[src/glq_pkg.sv]
// Shared types, codes and helpers for the glyph quad layout unit.
// No dependencies; imported by every module of the block.
package glq_pkg;

    localparam logic [1:0] CMD_GLYPH = 2'd0;
    localparam logic [1:0] CMD_KERN  = 2'd1;
    localparam logic [1:0] CMD_CHAR  = 2'd2;

    localparam logic [7:0] FALLBACK_CHAR = 8'd61;
    localparam logic [7:0] NEWLINE_CHAR  = 8'd10;
    localparam logic [8:0] PREV_NONE     = 9'h100;

    localparam int IN_DATA_W  = 96;
    localparam int IN_USER_W  = 2;
    localparam int OUT_DATA_W = 80;

    typedef struct packed {
        logic [11:0] ax;
        logic [11:0] ay;
        logic [7:0]  w;
        logic [7:0]  h;
        logic [7:0]  ox;
        logic [7:0]  oy;
        logic [7:0]  adv;
    } t_glyph;

    typedef struct packed {
        logic       start;
        logic       append;
        logic [8:0] first;
        logic [7:0] second;
        logic [7:0] amount;
    } t_kern_req;

    typedef struct packed {
        logic       busy;
        logic [7:0] amount;
    } t_kern_rsp;

    typedef struct packed {
        logic [18:0] x0;
        logic [18:0] y0;
        logic [7:0]  w;
        logic [7:0]  h;
        logic [11:0] ax;
        logic [11:0] ay;
        logic [15:0] vidx;
    } t_quad;

    function automatic logic [15:0] sat16(input logic [18:0] v);
        logic signed [18:0] s;
        s = $signed(v);
        if (s > 19'sd32767) begin
            return 16'h7fff;
        end else if (s < -19'sd32768) begin
            return 16'h8000;
        end
        return v[15:0];
    endfunction

    function automatic logic [18:0] sx8(input logic [7:0] v);
        return {{11{v[7]}}, v};
    endfunction

    function automatic logic [18:0] sx16(input logic [15:0] v);
        return {{3{v[15]}}, v};
    endfunction

endpackage

[src/glq_kern_table.sv]
// Kerning pair memory with append pointer and a linear first-match search,
// one pair read per cycle. Depends on glq_pkg.
module glq_kern_table #(
    parameter int KERN_ENTRIES = 64
) (
    input  logic               i_clk,
    input  logic               i_rst_n,
    input  glq_pkg::t_kern_req i_req,
    output glq_pkg::t_kern_rsp o_rsp
);
    import glq_pkg::*;

    localparam int CW = $clog2(KERN_ENTRIES + 1);
    localparam int AW = (KERN_ENTRIES > 1) ? $clog2(KERN_ENTRIES) : 1;

    logic [23:0]   r_mem [KERN_ENTRIES];
    logic [23:0]   r_rd;
    logic [CW-1:0] r_cnt;
    logic [CW-1:0] r_idx;
    logic          r_busy;
    logic          r_chk;
    logic [8:0]    r_first;
    logic [7:0]    r_second;
    logic [7:0]    r_amount;
    logic          wr_ok;
    logic          match;
    logic          issue;

    assign wr_ok = i_req.append && (r_cnt < CW'(KERN_ENTRIES));
    assign match = r_chk && (r_first == {1'b0, r_rd[23:16]}) && (r_second == r_rd[15:8]);
    assign issue = r_busy && !match && (r_idx < r_cnt);

    always_ff @(posedge i_clk) begin
        if (wr_ok) begin
            r_mem[r_cnt[AW-1:0]] <= {i_req.first[7:0], i_req.second, i_req.amount};
        end
        if (issue) begin
            r_rd <= r_mem[r_idx[AW-1:0]];
        end
        if (i_req.start) begin
            r_first  <= i_req.first;
            r_second <= i_req.second;
        end
    end

    always_ff @(posedge i_clk) begin
        if (!i_rst_n) begin
            r_cnt    <= '0;
            r_idx    <= '0;
            r_busy   <= 1'b0;
            r_chk    <= 1'b0;
            r_amount <= '0;
        end else begin
            if (wr_ok) begin
                r_cnt <= r_cnt + 1'b1;
            end
            if (i_req.start) begin
                r_busy <= 1'b1;
                r_idx  <= '0;
                r_chk  <= 1'b0;
            end else if (r_busy) begin
                priority if (match) begin
                    r_amount <= r_rd[7:0];
                    r_busy   <= 1'b0;
                    r_chk    <= 1'b0;
                end else if (issue) begin
                    r_idx <= r_idx + 1'b1;
                    r_chk <= 1'b1;
                end else begin
                    r_amount <= '0;
                    r_busy   <= 1'b0;
                    r_chk    <= 1'b0;
                end
            end
        end
    end

    assign o_rsp = '{busy: r_busy, amount: r_amount};

endmodule

[config.mk]
export PLATFORM = sky130hd
export DESIGN_NAME = glq_kern_table
export DESIGN_NICKNAME = d
export VERILOG_FILES = /design/src/glq_pkg.sv /design/src/glq_kern_table.sv
export SDC_FILE = /design/constraint.sdc
export NUM_CORES = 2
export LEC_CHECK = 0
export BUFFER_PORTS_ARGS = -buffer_cell sky130_fd_sc_hd__buf_2
export CORE_ASPECT_RATIO = 1.4
export CORE_MARGIN = 3
export CORE_UTILIZATION = 54
export CTS_CLUSTER_DIAMETER = 80
export CTS_CLUSTER_SIZE = 25
export DETAILED_ROUTE_END_ITERATION = 8
export PLACE_DENSITY = 0.8
export RECOVER_POWER = 50
export SYNTH_ARGS = -nofsm -noshare
export SYNTH_HDL_FRONTEND = slang
export SYNTH_SLANG_ARGS = --single-unit
[constraint.sdc]
create_clock -name i_clk -period 3.1 [get_ports i_clk]
set_input_delay 0.62 -clock i_clk [delete_from_list [all_inputs] [get_ports i_clk]]
set_output_delay 0.62 -clock i_clk [all_outputs]
set_load 0.02 [all_outputs]
* Yosys cells after proc, flatten, opt, wreduce, memory -nomap -nowiden *
Memory sizes are Yosys's and may differ from the RTL's. A register that Yosys moved wholly into a read port is not among the register bits.
Cells that the tools add are included.

cells by class
  muxes and demuxes = 8
  bitwise operators = 3
  reductions and logical operators = 9
  magnitude comparators = 2
  equality and inequality tests = 3
  $add $sub $neg = 2

operator list
  cell                 count
  $mux 8               2
  $add 7x1->7 const B  2
  $eq 9x8->1           1
  $eq 8x8->1           1
  $lt 7x7->1           1
  $lt 7x7->1 const B   1
  $mux 1               6
  $reduce_and 3->1     2
  $logic_and 1x1->1    5
  $not 1->1            3
  $ne 2x2->1 const B   1
  $reduce_or 2->1      1
  $logic_not 1->1      1

word-level totals
  memory bits (writable) = 1536
  memories kept = 1
  register bits = 41

memory list
  name   depth  bits a word  rd ports  clocked after Yosys merged registers in  wr ports  RTL line              text
  r_mem  64     24           1         1                                        1         glq_kern_table.sv:16  logic [23:0] r_mem [KERN_ENTRIES];

* Depth between registers and ports, before layout *
  depth after elaboration = 10
  mapped depth = 11

* Least setup slack after synthesis *
OpenSTA, ideal clock, no wires.

  path type = input port to flip-flop
  start = input i_req[25] (netlist name)
  end = memory r_mem[31][0] (enable)
  path slack = 70 ps
  stages on the path = 5
  data arrival time = 2624 ps
  path buffers = 1
  required time = 2694 ps
  path through = nor2b_1 and2_1 clkbuf_1 nand3_1 nor2_1

on the way
  word-level cells in the longest chain between the ends = 3

RTL lines
  what                          RTL line              text
  start, declared               glq_kern_table.sv:8   input glq_pkg::t_kern_req i_req,
  $logic_and 1x1->1             glq_kern_table.sv:29  assign wr_ok = i_req.append && (r_cnt < CW'(KERN_ENTRIES));
  $mux 1                        glq_kern_table.sv:34  if (wr_ok) begin
  $mux 1 (not written as such)  glq_kern_table.sv:35  r_mem[r_cnt[AW-1:0]] <= {i_req.first[7:0], i_req.second, i_req.amount};
  end, declared                 glq_kern_table.sv:16

No other way between the ends.

* Worst setup path in the final report *
  start = register r_idx[2]
  end = register r_rd[13], read port of r_mem (data pin)

on the way
  word-level cells in the longest chain between the ends = 2

RTL lines
  what                    RTL line              text
  start, declared         glq_kern_table.sv:19  logic [CW-1:0] r_idx;
  start signal, assigned  glq_kern_table.sv:67  r_idx <= r_idx + 1'b1;
  $lt 7x7->1              glq_kern_table.sv:31  assign issue = r_busy && !match && (r_idx < r_cnt);
  $logic_and 1x1->1       glq_kern_table.sv:31
  end, declared           glq_kern_table.sv:17  logic [23:0] r_rd;

Several ways; a longest one is shown, not always the timed one.
A chain may end at the register's enable or synchronous reset.

==> results.md <==
* Status: finished, violations left
* Failing checks: max-capacitance violations, max-slew violations, negative setup slack
* FFs w/ async S/R, synth at 0%
* First drt pass iteration count at 7
* Worst-Margin Slew at 2900 ps
* Drt drc at 0
* Worst Setup End Kind: flop
* Core region area at 112000 µm²
* Area growth syn-to-layout at 10.1%
* Clock Skews at 39.0 ps
* Avg WL per Cell at 35.2 µm
* Grt total ovfl at 0
* Net count reported at finish at 3047
* Vias in the first global route at 31.4k
* Max clock buf depth at 3
* Sequential area share after synthesis at 77.9%
* Hpwl dp at 95.8 mm
* PwrDens at 533 nW/µm²
* Vias/cell at 6.90
* Critical path startpoint category: flop
* Overall Power at 36.0 mW
* Critical path type: reg2reg
* Setup violations, final at 1
* Die X at 291 µm
* Post-synth cell types at 67
* Worst Slack Setup Final at -20.2 ps
* Max-slew violation count at 783
* TritonCTS clock tree: yes
* Cells after synthesis at 2802
* Clock latency on the worst-skew pair at 690 ps
* CP arrival at 3570 ps
* Final instance area at 67600 µm²
* RSZ-0062 raised after global routing: false
* Initial Utilization at 54.8%
* Avg Cell Area, Syn at 21.9 µm²
* Final Hold Viols at 0
* ANT nets after route at 0
* Worst-path clk slew at 100 ps
* HP Class: in2reg
* Crit Path Max Fanout at 22
* Minimum clock period at 3120 ps
* DR iter-0 viols at 4540
* Fin util at 60.3%
* Fmax at 320 MHz
* Drt total wl at 160 mm
* Vias at 31.2k
* Gpl congestion at 0.926
* GR Util All Layers at 27.2%
* DIE HEIGHT at 405 µm
* Clock root cell: clkbuf_16
* CTS Buf Count at 74
* Leak at 20.2 nW
* Req. time, crit path at 3550 ps
* Die area at 118000 µm²
* Post-placement cell area at 65500 µm²
* Period Utilization, post-route at 101%
* Mapped cell area at 61400 µm²
* Synth warn at 0
* Syn_nets at 2839
* Fill count at 7396
* Max-slew headroom at -93.4%
* Setup tns final at -20.2 ps
* Layout cells sized above 1 at 24.2%
* Peak VDD IR at 371 µV
* Maximum Capacitance Violations at 18
* H-tree Lvls at 3
* Initial antenna violation count at 9
* Main synth FF type: edfxtp_1
* Hold_buf cts at 0
* Largest net degree at the start of global routing at 73
* Clock sink total at 1601
* First-pass GRT wire length at 228 mm
* Cell Rows at 145
* Yosys reg bits at 1601
* Number of synthesized flops with an enable pin at 1577
* Ports at 38
* I/O Buffers at 37
[cell usage in the layout, fill, tap and decap left out, drive strengths merged, types with 25 or more instances in the layout]
cell type     n
edfxtp     1577
nand2        58
a211oi       28
buf         234
nand3        25
clkbuf      166
nor2        105
o221ai       37
mux4        337
a22oi        29
o22ai        68
a21oi        46
mux2i       119
[stage by stage]
stage / cells / setup slack, ps / hold WS [ps]
3_3_place_gp: 4399 / -575 / 452
2_1_floorplan: 2802 / 69.6 / 435
4_1_cts: 4521 / 11.0 / 75.6
3_5_place_dp: 4399 / -576 / 468
6_report: 4528 / -20.2 / 133
5_1_grt: 4524 / 9.90 / 138
[per-layer routing]
layer | track usage (%) | wire length [µm] | part of all wire (%)
met5 | 0 | 0 | 0
met4 | 17.0 | 11600 | 7.3
met3 | 4.38 | 16600 | 10
met2 | 44.8 | 79200 | 50
met1 | 34.0 | 52100 | 33
[what timing repair did]
item                                    CTS  global route
pin swaps                                 0             0
resized for setup                        10             2
setup buffers                             4             1
endpoints found under the setup margin    6             4
[worst max-delay path, cell delays in order (launching register included)]
cell and delay (ps):
dfxtp_4 630, nand3b_4 420, buf_4 190, buf_4 200, o22ai_1 140, a211oi_2 530
a211oi_1 330, or3_1 410
[flip-flops by register name (all words and copies together) (netlist names)]
register and count:
r_amount 8, r_busy 1, r_chk 1, r_cnt 7
r_first 9, r_idx 7, r_mem 1536, r_rd 24
r_second 8
[power by group]
part           switching, mW  total (mW)  internal, mW
clock network           6.29        11.1          4.77
registers             0.0436        23.9          23.9
logic                  0.748        1.05         0.303
[final timing paths]
path,endpoint,slack (ps),cells past startpoint,start
worst min register to register,r_amount[5],480,1,r_rd[5]
worst max-delay path,r_rd[13],-20,7,r_idx[2]
worst max register to register,r_rd[13],-20,7,r_idx[2]
worst min-delay path,r_first[8],130,1,i_req[24]
[layout make-up]
cell class	count	area, µm²	area share (%)
Tap cell	1470	1840	2.72
Clock buffer	115	2110	3.13
Multi-Input combinational cell	1037	12700	18.8
Timing Repair Buffer	285	2960	4.39
Sequential cell	1601	47800	70.8
Inverter	11	46.3	0.0685
Antenna cell	6	15.0	0.0222
Clock inverter	3	36.3	0.0537
[cells by family (layout without fill, tap and decap cells)]
kind of cell	count (synthesis)	in the layout	synth area share, %
adder cells (fa/ha/maj)	8	8	0.163
AO/OA/AOI/OAI	287	287	3.31
other	0	6	0
buffers and inverters	164	414	1.74
AND/OR/NAND/NOR	257	257	1.93
flip-flops	1601	1601	77.9
multiplexers	463	463	14.6
XOR/XNOR	22	22	0.314
[cells in the mapped netlist, types with 17 or more instances]
master | number | area [µm²]
a21oi_1 | 45 | 225
nand3_1 | 25 | 125
o22ai_1 | 68 | 425
dfxtp_1 | 24 | 480
a22oi_1 | 29 | 218
buf_4 | 27 | 203
nand2_1 | 56 | 210
clkbuf_1 | 42 | 158
nor2_1 | 105 | 394
buf_2 | 49 | 245
mux4_1 | 30 | 788
o221ai_1 | 37 | 324
edfxtp_1 | 1577 | 47400
mux2i_1 | 119 | 1190
xor2_1 | 17 | 149
o21ai_0 | 19 | 95.1
mux4_2 | 307 | 6910
buf_6 | 22 | 248
nor3_1 | 21 | 105
a211oi_1 | 28 | 210
Power figures use the tool's default switching activity.
