===== config.mk =====
export PLATFORM = sky130hd
export DESIGN_NAME = glq_quad_emit
export DESIGN_NICKNAME = d
export VERILOG_FILES = /design/src/glq_pkg.sv /design/src/glq_quad_emit.sv
export SDC_FILE = /design/constraint.sdc
export NUM_CORES = 1
export LEC_CHECK = 0
export BUFFER_PORTS_ARGS = -buffer_cell sky130_fd_sc_hd__buf_2
export CAP_MARGIN = 40
export CORE_ASPECT_RATIO = 1.25
export CORE_MARGIN = 3
export CORE_UTILIZATION = 49
export CTS_BUF_LIST = sky130_fd_sc_hd__clkbuf_8 sky130_fd_sc_hd__clkbuf_16
export CTS_CLUSTER_SIZE = 12
export DETAILED_ROUTE_END_ITERATION = 10
export GPL_TIMING_DRIVEN = 0
export HOLD_SLACK_MARGIN = 0.08
export MAX_ROUTING_LAYER = met4
export PLACE_DENSITY_LB_ADDON = 0.12
export SYNTH_ARGS = -nofsm -noshare
export SYNTH_HDL_FRONTEND = slang
export SYNTH_SLANG_ARGS = --single-unit

===== constraint.sdc =====
create_clock -name i_clk -period 3.4 [get_ports i_clk]
set_input_delay 0.17 -clock i_clk [delete_from_list [all_inputs] [get_ports i_clk]]
set_output_delay 0.17 -clock i_clk [all_outputs]
set_load 0.005 [all_outputs]

===== src/glq_pkg.sv =====
// Shared types, codes and helpers for the glyph quad layout unit.
// No dependencies; imported by every module of the block.
package glq_pkg;

    localparam logic [1:0] CMD_GLYPH = 2'd0;
    localparam logic [1:0] CMD_KERN  = 2'd1;
    localparam logic [1:0] CMD_CHAR  = 2'd2;

    localparam logic [7:0] FALLBACK_CHAR = 8'd61;
    localparam logic [7:0] NEWLINE_CHAR  = 8'd10;
    localparam logic [8:0] PREV_NONE     = 9'h100;

    localparam int IN_DATA_W  = 96;
    localparam int IN_USER_W  = 2;
    localparam int OUT_DATA_W = 80;

    typedef struct packed {
        logic [11:0] ax;
        logic [11:0] ay;
        logic [7:0]  w;
        logic [7:0]  h;
        logic [7:0]  ox;
        logic [7:0]  oy;
        logic [7:0]  adv;
    } t_glyph;

    typedef struct packed {
        logic       start;
        logic       append;
        logic [8:0] first;
        logic [7:0] second;
        logic [7:0] amount;
    } t_kern_req;

    typedef struct packed {
        logic       busy;
        logic [7:0] amount;
    } t_kern_rsp;

    typedef struct packed {
        logic [18:0] x0;
        logic [18:0] y0;
        logic [7:0]  w;
        logic [7:0]  h;
        logic [11:0] ax;
        logic [11:0] ay;
        logic [15:0] vidx;
    } t_quad;

    function automatic logic [15:0] sat16(input logic [18:0] v);
        logic signed [18:0] s;
        s = $signed(v);
        if (s > 19'sd32767) begin
            return 16'h7fff;
        end else if (s < -19'sd32768) begin
            return 16'h8000;
        end
        return v[15:0];
    endfunction

    function automatic logic [18:0] sx8(input logic [7:0] v);
        return {{11{v[7]}}, v};
    endfunction

    function automatic logic [18:0] sx16(input logic [15:0] v);
        return {{3{v[15]}}, v};
    endfunction

endpackage


===== src/glq_quad_emit.sv =====
// Quad emitter: steps the four corners of a loaded quad into the output register.
// Depends on glq_pkg.
module glq_quad_emit (
    input  logic                  i_clk,
    input  logic                  i_rst_n,
    input  logic                  i_load,
    input  glq_pkg::t_quad        i_quad,
    output logic                  o_busy,
    output logic                  o_tvalid,
    input  logic                  i_tready,
    output logic [glq_pkg::OUT_DATA_W-1:0] o_tdata,
    output logic                  o_tlast
);
    import glq_pkg::*;

    localparam logic [1:0] CORNER_TL = 2'd0;
    localparam logic [1:0] CORNER_TR = 2'd1;
    localparam logic [1:0] CORNER_BR = 2'd2;
    localparam logic [1:0] CORNER_BL = 2'd3;

    t_quad                 r_quad;
    logic [1:0]            r_corner;
    logic                  r_busy;
    logic                  r_valid;
    logic [OUT_DATA_W-1:0] r_data;
    logic                  r_last;
    logic                  adv;
    logic                  right;
    logic                  bottom;
    logic [18:0]           px;
    logic [18:0]           py;
    logic [12:0]           tx;
    logic [12:0]           ty;

    assign adv    = r_busy && (!r_valid || i_tready);
    assign right  = (r_corner == CORNER_TR) || (r_corner == CORNER_BR);
    assign bottom = (r_corner == CORNER_BR) || (r_corner == CORNER_BL);
    assign px = r_quad.x0 + (right ? {11'd0, r_quad.w} : 19'd0);
    assign py = r_quad.y0 - (bottom ? {11'd0, r_quad.h} : 19'd0);
    assign tx = {1'b0, r_quad.ax} + (right ? {5'd0, r_quad.w} : 13'd0);
    assign ty = {1'b0, r_quad.ay} + (bottom ? {5'd0, r_quad.h} : 13'd0);

    always_ff @(posedge i_clk) begin
        if (i_load) begin
            r_quad <= i_quad;
        end
        if (adv) begin
            r_data <= {6'd0, ty, tx, sat16(py), sat16(px), r_quad.vidx + 16'(r_corner)};
            r_last <= (r_corner == CORNER_BL);
        end
    end

    always_ff @(posedge i_clk) begin
        if (!i_rst_n) begin
            r_busy   <= 1'b0;
            r_valid  <= 1'b0;
            r_corner <= CORNER_TL;
        end else begin
            if (i_load) begin
                r_busy   <= 1'b1;
                r_corner <= CORNER_TL;
            end else if (adv) begin
                r_corner <= r_corner + 1'b1;
                if (r_corner == CORNER_BL) begin
                    r_busy <= 1'b0;
                end
            end
            if (adv) begin
                r_valid <= 1'b1;
            end else if (i_tready) begin
                r_valid <= 1'b0;
            end
        end
    end

    assign o_busy   = r_busy;
    assign o_tvalid = r_valid;
    assign o_tdata  = r_data;
    assign o_tlast  = r_last;

endmodule


# Yosys cells after proc, flatten, opt, wreduce, memory -nomap -nowiden
# Index checks and enable logic that the tools add are counted.
# op_classes
multipliers	0
n_reduce_logical	10
n_shift	0
n_div	0
addsub	6
eq_ne	3
order_cmp	4
n_mux	21
bitwise	1
# ops
op	n
16-bit two-way mux	6
19-bit by 16-bit greater-than comparator with 1-bit output, second input constant	2
19-bit by 16-bit < comparator with 1-bit output, second input constant	2
8-bit two-way mux	4
12-bit by 8-bit adder with 13-bit output	2
19-bit by 8-bit adder with 19-bit output	1
19-bit by 8-bit subtractor with 19-bit output	1
16-bit by 2-bit adder with 16-bit output	1
1-bit two-way mux	11
2-bit nonzero test	3
2-bit equality test, second input constant	2
1-bit logical OR	3
2-bit by 1-bit adder with 2-bit output, second input constant	1
2-bit by 1-bit equality test with 1-bit output, second input constant	1
2-bit AND reduction	1
2-bit OR reduction	1
1-bit logical AND	1
1-bit logical NOT	1
1-bit NOT	1
# word_totals
ff_bits	173
memories	0
mem_bits_rw	0
output_inout_bits	83
mem_bits_ro	0
latch_bits	0

# Logic depth before layout (Yosys ltp)
# Gate-level depths: netlist (run 1).
# depth
ltp_word	9
ltp_mapped	16
ltp_nobuf	14

# Least setup slack after synthesis (run 1)
# OpenSTA, ideal clock, no wires.
# synth_path
path_type	flip-flop to flip-flop
start	register r_corner[0]
end	register r_data[17], in the netlist o_tdata[17] (data pin)
arrival_ps	3302
slack_ps	-183
path_buffers	0
path_stages_with_launch	13
cell_sequence	dfxtp_1 inv_1 ha_1 nor2b_1 inv_1 fa_1 nor2b_1 o211a_1 o31a_1 o21ai_1 nand4_1 o21ai_0 o21ai_0
# synth_via
elab_chain_len	9
word_cells_on_any_way	12
classes_between	add/sub: 1; order compare: 2; eq/ne: 2; mux: 6; reduce/logical: 1
# synth_rtl
item	line_no	rtl
from (decl)	glq_quad_emit.sv:22	logic [1:0] r_corner;
from (signal assigned)	glq_quad_emit.sv:63	r_corner <= r_corner + 1'b1;
2-bit by 1-bit equality test with 1-bit output / 2-bit equality test (equally long branches)	glq_quad_emit.sv:36	assign right = (r_corner == CORNER_TR) || (r_corner == CORNER_BR);
1-bit logical OR *	glq_quad_emit.sv:36	
8-bit two-way mux *	glq_quad_emit.sv:38	assign px = r_quad.x0 + (right ? {11'd0, r_quad.w} : 19'd0);
19-bit by 8-bit adder with 19-bit output *	glq_quad_emit.sv:38	
19-bit by 16-bit < comparator with 1-bit output	glq_pkg.sv:55	end else if (s < -19'sd32768) begin
1-bit two-way mux	glq_pkg.sv:55	
1-bit two-way mux	glq_pkg.sv:53	if (s > 19'sd32767) begin
1-bit two-way mux	glq_quad_emit.sv:47	if (adv) begin
16-bit two-way mux *	glq_pkg.sv:58	return v[15:0];
to (signal assigned)	glq_quad_emit.sv:48	r_data <= {6'd0, ty, tx, sat16(py), sat16(px), r_quad.vidx + 16'(r_corner)};
to (decl)	glq_quad_emit.sv:25	logic [OUT_DATA_W-1:0] r_data;
# Every way passes the cells marked *; elsewhere a longest branch is shown, timed or not. The select of a mux whose other input is x is not followed.
# A chain may end at the register's enable or synchronous reset.

# Worst setup path in the final report (run 1)
# layout_path
start	register r_corner[0]
end	register r_data[38], in the netlist o_tdata[38] (data pin)
# layout_via
elab_chain_len	9
word_cells_on_any_way	12
classes_between	add/sub: 1; order compare: 2; eq/ne: 2; mux: 6; reduce/logical: 1
# layout_rtl
item	line_no	rtl
2-bit equality test	glq_quad_emit.sv:37	assign bottom = (r_corner == CORNER_BR) || (r_corner == CORNER_BL);
1-bit logical OR *	glq_quad_emit.sv:37	
8-bit two-way mux *	glq_quad_emit.sv:39	assign py = r_quad.y0 - (bottom ? {11'd0, r_quad.h} : 19'd0);
19-bit by 8-bit subtractor with 19-bit output *	glq_quad_emit.sv:39	
19-bit by 16-bit < comparator with 1-bit output	glq_pkg.sv:55	
1-bit two-way mux	glq_pkg.sv:55	
1-bit two-way mux	glq_pkg.sv:53	
1-bit two-way mux	glq_quad_emit.sv:47	
16-bit two-way mux *	glq_pkg.sv:58	
# Marks and branches as above.

==> impl_metrics.tcl, run 1 <==
set metrics [dict create \
    outcome "complete, no violations" \
    ant_nets 0 \
    ys_top_cells_by_area "edfxtp_1, ha_1, xnor2_1" \
    netSwitchingPower_mw 1.38 \
    synth_top_area_frac 0.619 \
    multiInputGateArea_um2 3150 \
    ioPinCount 181 \
    worstPathMaxFanout 8 \
    reg2reg_depth 17 \
    tightest_slew_ns 0.571 \
    ys_types 58 \
    place_ws_ns -0.501 \
    cts.path.max_buffers 2 \
    fin_nets 1075 \
    worstSkewPairLatency_ns 0.43 \
    grt_util_all_layers 0.212 \
    syn_avg_cell_area_um2 13.2 \
    wire_per_inst_um 16.0 \
    grt_pass1_wl_um 29300 \
    power_frac_seq 0.484 \
    drtPass1Iterations 4 \
    seq_area_um2 5160 \
    gr-total-overflow 0 \
    setup_viol 0 \
    startpoint "r_corner[0]" \
    fp.dieH_um 151 \
    antennaDiodeCount 0 \
    rows 52 \
    regToRegStartpoint "r_corner[0]" \
    p_sw_frac 0.252 \
    skew_ns 0.0111 \
    r2r-end "o_tdata[38]" \
    critPathLaunchType "flop" \
    h-tree-depth 4 \
    die_w_um 122 \
    fmax_mhz 302 \
    final_hold_viol_count 0 \
    cts_made_buffers 17 \
    slew_violations 0 \
    viasPerCell 5.20 \
    whs_path_depth 1 \
    reg2reg_slack_ns 0.09 \
    synthArstFlopShare 0 \
    syn_inst 622 \
    first_iter_violations 342 \
    clkTransAtPathRegs_ns 0.07 \
    clkPwrFrac 0.368 \
    area.growth.synth_to_final_pct 39.7 \
    n_fill_cell 1155 \
    synth_area_um2 8200 \
    place.gp.congestion 0.949 \
    ys_ff_latch 173 \
    end_kind "flop" \
    post-route-min-period_ns 3.31 \
    powerDensity_nw_per_um2 476 \
    vdd_drop_max_mv 0.324 \
    drc 0 \
    fin_util 0.701 \
    yosysWarningCount 0 \
    synth-seq-area-share 0.629 \
    start_util 0.502 \
    setup_ws_ns 0.0894 \
    cts_sinks 173 \
    leakage_nw 4.56 \
    synth_edf_count 169 \
    first_global_vias 6120 \
    grt_max_degree 58 \
    internal_power_mw 4.08 \
    cts_tree "yes" \
    yosys.area.top_type "edfxtp_1" \
    min_period_over_period 0.974 \
    drive_above_1_share 0.308 \
    wirelength_um 18700 \
    worstSetupEndpoint "o_tdata[38]" \
    hold_path.class "input port to flop" \
    synth-main-ff-cell "edfxtp_1" \
    slew_headroom 0.619 \
    cts-root-buf "clkbuf_16" \
    numPortBuffers 174 \
    antenna_found_initial 0 \
    combPwrFrac 0.149 \
    dp.final_hpwl_um 12400 \
    cp.arrival_ns 3.47 \
    max_cap_violations 0 \
    vias 6070 \
    cp.required_ns 3.56 \
    fp.coreArea_um2 16300 \
    die-area_um2 18300 \
    critPathKind "flop to flop" \
]
## what timing repair did
action	4_1_cts	5_1_grt
hold endpoints to repair	98	0
resized for setup	36	30
cloned	1	1
setup buffers	12	7
pin swaps	12	19
setup endpoints to repair	32	30
hold buffers	96	0
## power by group through the flow
stage	logic [mW]	clock network [mW]	registers, mW
final	0.810	2.01	2.64
after detailed placement	0.652	0	2.68
after floorplan	0.383	0	2.68
after global routing	0.893	2.13	2.66
after global placement	0.625	0	2.68
after CTS	0.775	2.05	2.63
## layout make-up
type                    instances  area share
clock inverters                15      0.0173
inverters                      33      0.0108
repair buffers                292       0.178
flip-flops and latches        173       0.451
clock buffers                  17      0.0372
multi-input cells             411       0.275
plain buffers                  10     0.00721
well taps                     216      0.0236
## worst min path at each step
stage	start	to	slack [ns]
after CTS	i_load	r_quad[11]	0.25
after global routing	i_load	r_quad[10]	0.26
after global placement	i_quad[90]	r_quad[90]	0.35
final	i_load	r_quad[10]	0.27
after floorplan	i_quad[0]	r_quad[0]	0.27
after detailed placement	i_quad[53]	r_quad[53]	0.35
## placed cells by master, fill, tap and decap left out, types with 6 or more instances in the layout
cell type	synthesis	routed
clkbuf_16	0	17
a21oi_1	33	32
or3_1	7	6
nand2_1	36	34
inv_1	33	31
nand4_1	7	7
o21a_1	7	7
o21ai_0	32	21
and3_1	7	7
xnor2_1	41	38
buf_4	6	25
a21o_1	9	9
xor2_1	19	19
edfxtp_1	169	169
nor2_1	30	29
or2_2	9	8
buf_2	0	173
nand2b_1	8	8
o21ai_1	5	11
dlygate4sd3_1	0	96
nor3b_1	7	6
nor2b_1	15	12
a31oi_1	8	7
ha_1	34	28
nor3_1	11	11
nand3_1	20	19
conb_1	1	6
## flip-flops by register name, indices dropped and copies added, names as in the netlist
name	cells
r_quad	94
o_tdata	74
r_corner	2
o_busy	1
o_tlast	1
o_tvalid	1
## cells in the mapped netlist (4+ instances only)
master    instances
edfxtp_1        169
xnor2_1          41
nand2_1          36
ha_1             34
a21oi_1          33
inv_1            33
o21ai_0          32
nor2_1           30
nand3_1          20
xor2_1           19
nor2b_1          15
nor3_1           11
a21o_1            9
or2_2             9
a31oi_1           8
nand2b_1          8
and3_1            7
nand4_1           7
nor3b_1           7
o21a_1            7
or3_1             7
buf_4             6
fa_1              5
o21ai_1           5
a211oi_1          4
and2_1            4
clkbuf_1          4
dfxtp_1           4
## metal layers
metal  track usage  share of wire
met2         0.393           0.57
met4        0.0841          0.028
met1         0.220           0.37
met3        0.0425          0.040
met5             -              0
## cell families after synthesis
| group | after synthesis | synth area share |
|---|---|---|
| xor+xnor | 60 | 0.0641 |
| other cells | 1 | 0.000457 |
| fa+ha+maj | 41 | 0.0665 |
| buf+inv | 44 | 0.0238 |
| flops | 173 | 0.629 |
| simple gates | 170 | 0.111 |
| compound gates | 133 | 0.106 |
## critical path, stage by stage, from the launching register on
cell	delay (ns)
dfxtp_4	0.36
inv_2	0.07
ha_4	0.12
or2_4	0.17
and2_4	0.17
ha_4	0.12
inv_1	0.04
fa_2	0.36
a211oi_4	0.26
o21ai_2	0.11
a211o_1	0.34
buf_4	0.16
buf_4	0.13
nand3_2	0.09
o311ai_4	0.15
o211ai_4	0.16
buf_6	0.16
o21ai_1	0.06
## metrics by stage
stage / setup TNS (ns) / power [mW] / instances / hold slack (ns) / instance area [um2]
6_report: 0 / 5.45 / 1167 / 0.273 / 11400
5_1_grt: -0.0166 / 5.68 / 1167 / 0.265 / 11400
4_1_cts: 0 / 5.45 / 1159 / 0.251 / 11300
3_5_place_dp: -13.00 / 3.33 / 1019 / 0.348 / 9450
3_3_place_gp: -59.91 / 3.31 / 1017 / 0.346 / 9390
2_1_floorplan: 0 / 3.06 / 627 / 0.269 / 8240
(Power assumes the default switching activity.)
==> inputs of run 2 (changes only) <==
--- a/config.mk
+++ b/config.mk
@@ -5,6 +5,7 @@
 export SDC_FILE = /design/constraint.sdc
 export NUM_CORES = 1
 export LEC_CHECK = 0
+export ABC_CLOCK_PERIOD_IN_PS = 3400
 export BUFFER_PORTS_ARGS = -buffer_cell sky130_fd_sc_hd__buf_2
 export CAP_MARGIN = 40
 export CORE_ASPECT_RATIO = 1.25
@@ -17,6 +18,7 @@
 export HOLD_SLACK_MARGIN = 0.08
 export MAX_ROUTING_LAYER = met4
 export PLACE_DENSITY_LB_ADDON = 0.12
+export SETUP_SLACK_MARGIN = 0.1
 export SYNTH_ARGS = -nofsm -noshare
 export SYNTH_HDL_FRONTEND = slang
 export SYNTH_SLANG_ARGS = --single-unit
==> run 2 against run 1 <==
Clock skew grew 0.0022 ns. First-iteration DRC count grew 13%. Worst hold slack lost 0.0052 ns. Fmax shrank 1.7%. Critical path depth shrank 3. Final cell count grew 0.69%. Clock power shrank 2%. Sequential share of layout area shrank 0.59 points. Flip-flop and latch count is the same. Power is essentially flat. Non-clock buffer count grew 8. Combinational power grew 4.6%. Largest cell class unchanged.
==> impl_metrics.tcl, run 2 (synthesis results as in run 1) <==
set metrics [dict create \
    drc 0 \
    cts.path.max_buffers 2 \
    min_period_over_period 0.991 \
    fp.dieH_um 151 \
    worstSkewPairLatency_ns 0.42 \
    tightest_slew_ns 0.559 \
    die-area_um2 18300 \
    fmax_mhz 297 \
    h-tree-depth 4 \
    first_iter_violations 388 \
    slew_violations 0 \
    cts_made_buffers 17 \
    cp.required_ns 3.56 \
    cts_tree "yes" \
    wire_per_inst_um 16.2 \
    fp.coreArea_um2 16300 \
    p_total_mw 5.45 \
    skew_ns 0.0133 \
    dp.final_hpwl_um 12600 \
    vdd_drop_max_mv 0.319 \
    start_util 0.502 \
    n_fill_cell 1121 \
    post-route-min-period_ns 3.37 \
    powerDensity_nw_per_um2 470 \
    ioPinCount 181 \
    cts_sinks 173 \
    largest_reg_flops 94 \
    ant_nets 0 \
    place_area_um2 9470 \
    layout_common_cells "buf_2, edfxtp_1, dlygate4sd3_1" \
    rsz0062_at_grt "true" \
    leakage_nw 4.61 \
    place_ws_ns -0.390 \
    antenna_found_initial 1 \
    setup_ws_ns 0.0312 \
    numPortBuffers 174 \
    hold_path.class "input port to flop" \
    worstPathMaxFanout 7 \
    cp.arrival_ns 3.52 \
    place.gp.congestion 0.953 \
    die_w_um 122 \
    critPathKind "flop to flop" \
    outcome "complete, no violations" \
    max_cap_violations 0 \
    wirelength_um 19000 \
    grt_max_degree 58 \
    first_global_vias 6240 \
    finalInstanceArea_um2 11600 \
    top_register "r_quad" \
    viasPerCell 5.18 \
    slew_headroom 0.627 \
    fin_nets 1082 \
    final_common_cell "buf_2" \
    grt_util_all_layers 0.219 \
    gr-total-overflow 0 \
    grt_pass1_wl_um 30300 \
    final_hold_viol_count 0 \
    critPathLaunchType "flop" \
    drive_above_1_share 0.333 \
    setup_viol 0 \
    rows 52 \
    clkTransAtPathRegs_ns 0.07 \
    vias 6091 \
    cts-root-buf "clkbuf_16" \
    area.growth.synth_to_final_pct 41.5 \
    drtPass1Iterations 6 \
    end_kind "flop" \
]
[run 2: critical path, stage by stage (launching register included)]
cell and delay (ns):
dfxtp_4 0.39, ha_4 0.14, or2_4 0.11, buf_8 0.11, and2_4 0.15, ha_4 0.13, inv_2 0.03, fa_2 0.36
a211oi_4 0.30, o21ai_2 0.12, a211o_4 0.39, or4_4 0.53, o211ai_4 0.13, buf_6 0.16, a21oi_1 0.05
[run 2: worst paths after layout]
path,startpoint,endpoint,slack [ns],cells after the start
setup reg to reg,r_corner[1],o_tdata[32],0.03,14
hold / removal,i_load,r_quad[7],0.27,1
hold reg to reg,o_busy,o_tvalid,0.51,2
setup / recovery,r_corner[1],o_tdata[32],0.03,14
[run 2: metrics by stage]
step	TNS (ns)	utilization	cells	hold slack [ns]
floorplan	0	-	627	0.269
global placement	-57.14	0.576	1017	0.346
detailed placement	-8.80	0.580	1019	0.348
CTS	0	0.694	1164	0.249
global route	-0.507	0.710	1175	0.267
finish	0	0.710	1175	0.268
[run 2: cell type report]
type / count / area, um2 / area share
Sequential cell: 173 / 5160 / 0.445
Multi-Input combinational cell: 410 / 3220 / 0.278
Timing Repair Buffer: 299 / 2110 / 0.182
Clock buffer: 17 / 425 / 0.0367
Tap cell: 216 / 270 / 0.0233
Clock inverter: 15 / 181 / 0.0156
Inverter: 33 / 126 / 0.0109
Buffer: 11 / 96.3 / 0.00830
Antenna cell: 1 / 2.50 / 0.000216
[run 2: per-layer routing]
layer	up-vias	wire length [um]	GRT usage
met1	2905	6960	0.235
li1	2970	-	-
met3	33	747	0.0387
met5	-	0	-
met4	0	473	0.0779
met2	183	10800	0.402
[run 2: power breakdown]
part	total, mW	leakage, nW	switching [mW]	internal [mW]
Sequential	2.64	1.66	0.0858	2.56
Clock	1.96	0.295	0.851	1.11
Combinational	0.847	2.65	0.425	0.422
[run 2: timing repair]
| action | CTS | global route |
|---|---|---|
| pin swaps | 16 | 29 |
| endpoints found under the setup margin | 32 | 31 |
| gates cloned | 1 | 1 |
| hold buffers | 96 | 0 |
| endpoints found under the hold margin | 98 | 0 |
| gates resized for setup | 40 | 44 |
| setup buffers | 16 | 9 |
